## src/hdl/sca_pkg.sv

```systemverilog
`default_nettype none

package sca_pkg;

  localparam int GRAPHS = 4;
  localparam int LINES  = 256;

  localparam int G_W   = (GRAPHS > 1) ? $clog2(GRAPHS) : 1;
  localparam int L_W   = $clog2(LINES);
  localparam int A_W   = $clog2(GRAPHS * LINES);
  localparam int SUM_W = 32 + ((GRAPHS > 1) ? $clog2(GRAPHS) : 0);

  localparam int SCALE_W   = 40;
  localparam int FIXED_W   = 31;
  localparam int WIN_W     = 13;
  localparam int CFG_IDX_W = 2;

  // Register indexes of the configuration port
  localparam logic [CFG_IDX_W-1:0] CFG_FIXED_SCALE    = CFG_IDX_W'(0);
  localparam logic [CFG_IDX_W-1:0] CFG_WINDOW_COLUMNS = CFG_IDX_W'(1);
  localparam logic [CFG_IDX_W-1:0] CFG_SCALE_LIMIT    = CFG_IDX_W'(2);

  localparam logic [FIXED_W-1:0] FIXED_SCALE_RST = FIXED_W'(1);
  localparam logic [WIN_W-1:0]   WINDOW_RST      = WIN_W'(32);
  localparam logic [SCALE_W-1:0] LIMIT_RST       = SCALE_W'(64'd1 << 30);

  typedef struct packed {
    logic [3:0]         graph_index;
    logic signed [31:0] sample_value;
  } in_item_t;

  typedef struct packed {
    logic [SCALE_W-1:0] scale_out;
    logic               rejected;
  } out_item_t;

  // Controller to datapath
  typedef struct packed {
    logic load;         // capture the input item
    logic wr_hist;      // append the sample to its graph
    logic scan_start;   // clear window counters, maximum and candidate scale
    logic rd_issue;     // read one history entry
    logic dec_step;     // multiply the candidate scale by ten
    logic scale_auto;   // take the candidate scale
    logic scale_fixed;  // take the fixed scale
    logic out_load;     // load the result register
  } cmd_t;

  // Datapath to controller
  typedef struct packed {
    logic bad;          // captured graph index out of range
    logic autoscale;    // fixed scale is zero
    logic win_zero;     // clamped window is empty
    logic scan_last;    // current read is the last of the window
    logic dec_done;     // candidate scale reached maximum or limit
    logic out_free;     // result register can take a new item
  } sts_t;

endpackage

`default_nettype wire

```

## src/hdl/sca_ctrl.sv

```systemverilog
`default_nettype none

module sca_ctrl (
  input  logic          clk,
  input  logic          rst,
  input  logic          in_valid,
  output logic          in_ready,
  input  sca_pkg::sts_t sts,
  output sca_pkg::cmd_t cmd
);
  import sca_pkg::*;

  typedef enum logic [5:0] {
    ST_IDLE   = 6'b000001,
    ST_WRITE  = 6'b000010,
    ST_SCAN   = 6'b000100,
    ST_DRAIN  = 6'b001000,
    ST_DECADE = 6'b010000,
    ST_DONE   = 6'b100000
  } state_t;

  state_t state;
  state_t state_next;

  always_ff @(posedge clk) begin
    if (rst) begin
      state <= ST_IDLE;
    end else begin
      state <= state_next;
    end
  end

  always_comb begin
    state_next = state;
    cmd        = '0;
    in_ready   = 1'b0;
    unique case (state)
      ST_IDLE: begin
        in_ready = 1'b1;
        if (in_valid) begin
          cmd.load   = 1'b1;
          state_next = ST_WRITE;
        end
      end
      ST_WRITE: begin
        if (sts.bad) begin
          state_next = ST_DONE;
        end else begin
          cmd.wr_hist    = 1'b1;
          cmd.scan_start = 1'b1;
          if (!sts.autoscale) begin
            cmd.scale_fixed = 1'b1;
            state_next      = ST_DONE;
          end else if (sts.win_zero) begin
            state_next = ST_DECADE;
          end else begin
            state_next = ST_SCAN;
          end
        end
      end
      ST_SCAN: begin
        cmd.rd_issue = 1'b1;
        if (sts.scan_last) begin
          state_next = ST_DRAIN;
        end
      end
      ST_DRAIN: begin
        state_next = ST_DECADE;
      end
      ST_DECADE: begin
        if (sts.dec_done) begin
          cmd.scale_auto = 1'b1;
          state_next     = ST_DONE;
        end else begin
          cmd.dec_step = 1'b1;
        end
      end
      ST_DONE: begin
        if (sts.out_free) begin
          cmd.out_load = 1'b1;
          state_next   = ST_IDLE;
        end
      end
      default: begin
        state_next = ST_IDLE;
      end
    endcase
  end

endmodule

`default_nettype wire

```

## config.mk

```make
export PLATFORM = sky130hd
export DESIGN_NAME = sca_ctrl
export DESIGN_NICKNAME = d
export VERILOG_FILES = /design/src/hdl/sca_pkg.sv /design/src/hdl/sca_ctrl.sv
export SDC_FILE = /design/constraint.sdc
export NUM_CORES = 1
export LEC_CHECK = 0
export ABC_AREA = 1
export BUFFER_PORTS_ARGS = -buffer_cell sky130_fd_sc_hd__buf_2
export CAP_MARGIN = 20
export CORE_AREA = 2 2 39 41
export DETAILED_ROUTE_END_ITERATION = 10
export DIE_AREA = 0 0 41 43
export GPL_TIMING_DRIVEN = 0
export PLACE_DENSITY = 0.57
export SLEW_MARGIN = 10
export SYNTH_ARGS = -nofsm -noshare
export SYNTH_HDL_FRONTEND = slang
export SYNTH_SLANG_ARGS = --single-unit
```

## constraint.sdc

```tcl
create_clock -name clk -period 3 [get_ports clk]
set_input_delay 0.15 -clock clk [delete_from_list [all_inputs] [get_ports clk]]
set_output_delay 0.15 -clock clk [all_outputs]
set_load 0.01 [all_outputs]
```

==> impl_results.md <==
- Outcome: completed
- Initial antenna violation count: 0
- Mux cell area share after synthesis: 0%
- Max FFs per register: 6
- Initial Util: 29.1%
- DP HPWL: 760 um
- Latest clock arrival within the worst-skew pair: 0.26 ns
- Root Buffer: clkbuf_4
- Post-synthesis adder-cell area fraction: 0%
- Ranking of synthesized cells by area: dfxtp_1 (30%), inv_1 (14%), nor2_1 (10%)
- First-pass GRT wire length: 1450 um
- WL per Instance: ~9.5 um
- Final hold vios: 0
- Die Span Y: 43 um
- Post-synth top area share: 29.8%
- Met2 WL: roughly 430 um
- Largest net degree at the start of global routing: 8
- Setup TNS: 0 ns
- Final setup fails: 0
- Final antenna-violating net count: 0
- Hold/Removal Path Class: primary input to register
- Syn_nets: 73
- Final Max Tran Viols: 0
- M1 WL: 427 um
- Die Wd: 41 um
- CP max FO: 7
- Die ar.: approximately 0.0018 mm2
- Most frequent cells in the layout: buf_2 (17), inv_1 (15), nor2_1 (11)
- Biggest register: state
- DRC Markers: 0
- CORE AREA: 0.00138 mm2
- Startpoint Class: register
- Leak: 0.346 nW
- Synthesized netlist cell count: 64
- Reg2reg setup slack: between 1.5 and 2 ns
- Port Buffer Count: 17
- Commonest non-fill, non-tap cell in the layout: buf_2
- Main combinational cell family by area after synthesis: simple AND/OR/NAND/NOR gates
- Antenna diodes: 0
- Worst relative slew slack: between 80% and 90%
- Sequential area share after synthesis: between 20% and 30%
- Post_cts resized: 0
- Io pins: 18
- Rows: 14
- Critical path arrival: 1.36 ns
- Critical path type: register to output pin
- Drt first pass iters: 4
- Overall Power: 0.207 mW
- Global-route congestion overflow total: 0
- CTS Hold Bufs: 0
- Clock sinks: 6
- Clock-pin slew on the worst setup and hold paths: approximately 0.05 ns
- Compound-Gate Fraction of Synth Area: between 3 and 4%
- Area Growth Syn to Fin: 31.7%
- Via count: 451
- Number of distinct library cells after synthesis: 14
- Htree depth: 1
- Synthesized area per cell: 6.30 um2
- Simple-gate share of the synthesized area: ~51%
- Fin nets: 95
- Peak VDD IR: 0.191 mV
- CP required: 2.85 ns
- Synthesized area: slightly above 400 um2
- Power per cell area: around 400 mW/mm2
- DR top layer: met4
- DR iter-0 viols: 11
- Fraction of layout cells with a size suffix above 1: 31.0%
- Synthesis warning total: 0
- Clock period minus worst slack: 1.51 ns
- Tightest Pin Transition: 0.286 ns
- Synth area leader: dfxtp_1
- Drt total wl: 950 um
- Setup repair bufs after CTS: 0
- Skew final: 0.00848 ns
- Gr usage total: roughly 13%
- Vias in the first global route: 400
- F_max: 0.662 GHz
- CP endpoint kind: output pin
- Max Cap Viol: 0
- Xor and xnor fraction of the mapped netlist area: 0%
- DR WL met3: roughly 43 um
- CTS tree: built
- Total CTS buffers: 3
- RSZ-0062 raised after global routing: no
- Yosys reg bits: 6
- RD Place Congestion: 0.751
- Vias/cell: roughly 4.5
- Largest regs: state (6)
- Period utilization: 50.4%
- CTS Buffer Depth: 2
final timing paths:
check / end / startpoint / cells past startpoint
max: cmd[6] / state[3]$_SDFFE_PP0P_ / 5
max reg2reg: state[0]$_SDFFE_PP1P_ / state[1]$_SDFFE_PP0P_ / 6
min: state[5]$_SDFFE_PP0P_ / rst / 2
min reg2reg: state[5]$_SDFFE_PP0P_ / state[5]$_SDFFE_PP0P_ / 4
where the power goes:
group | leakage (nW) | internal (mW) | switching (mW)
combinational | 0.284 | 0.0161 | 0.0256
clock | 0.0138 | 0.0456 | 0.0339
sequential | 0.0488 | 0.0832 | 0.00282
cells by family after synthesis:
logic type             Yosys count
flip-flops                       6
buffers and inverters           16
AND/OR/NAND/NOR                 39
AO/OA/AOI/OAI                    3
cell usage after synthesis:
| library cell | n |
|---|---|
| a21oi_1 | 2 |
| buf_4 | 1 |
| dfxtp_1 | 6 |
| inv_1 | 15 |
| nand2_1 | 7 |
| nand3_1 | 8 |
| nand3b_1 | 1 |
| nand4_1 | 5 |
| nand4_2 | 1 |
| nor2_1 | 11 |
| nor2_2 | 2 |
| nor2_4 | 2 |
| nor3_1 | 2 |
| o21ai_1 | 1 |
final cells by class:
cell class,instances,area [um2]
plain buffers,1,7.51
clock buffers,3,22.5
fillers,155,853
inverters,15,56.3
multi-input cells,42,219
flip-flops and latches,6,120
well taps,16,20.0
repair buffers,17,85.1
through the flow:
stage / hold WS, ns / cell area [um2] / utilization, % / cells / setup WS (ns)
final: 0.115 / 531 / 38.3 / 100 / 1.49
after global routing: 0.123 / 531 / 38.3 / 100 / 1.41
after CTS: 0.115 / 531 / 38.3 / 100 / 1.48
after detailed placement: 0.388 / 508 / 36.7 / 97 / 1.77
after global placement: 0.395 / 508 / 36.7 / 97 / 1.77
after floorplan: 0.219 / 403 / - / 64 / 1.83
per-layer routing:
| layer | track usage [%] | vias up |
|---|---|---|
| met5 | 0 | - |
| met1 | 13.5 | 187 |
| met2 | 19.1 | 13 |
| li1 | - | 246 |
| met4 | 14.0 | 0 |
| met3 | 1.57 | 5 |
critical path, cell delays in order (launching register included):
cell and delay, ns:
dfxtp_1 0.35, nor2_4 0.18, nand4_2 0.19, nor2_1 0.15, buf_4 0.12, buf_2 0.12
Power figures use the tool's default switching activity.
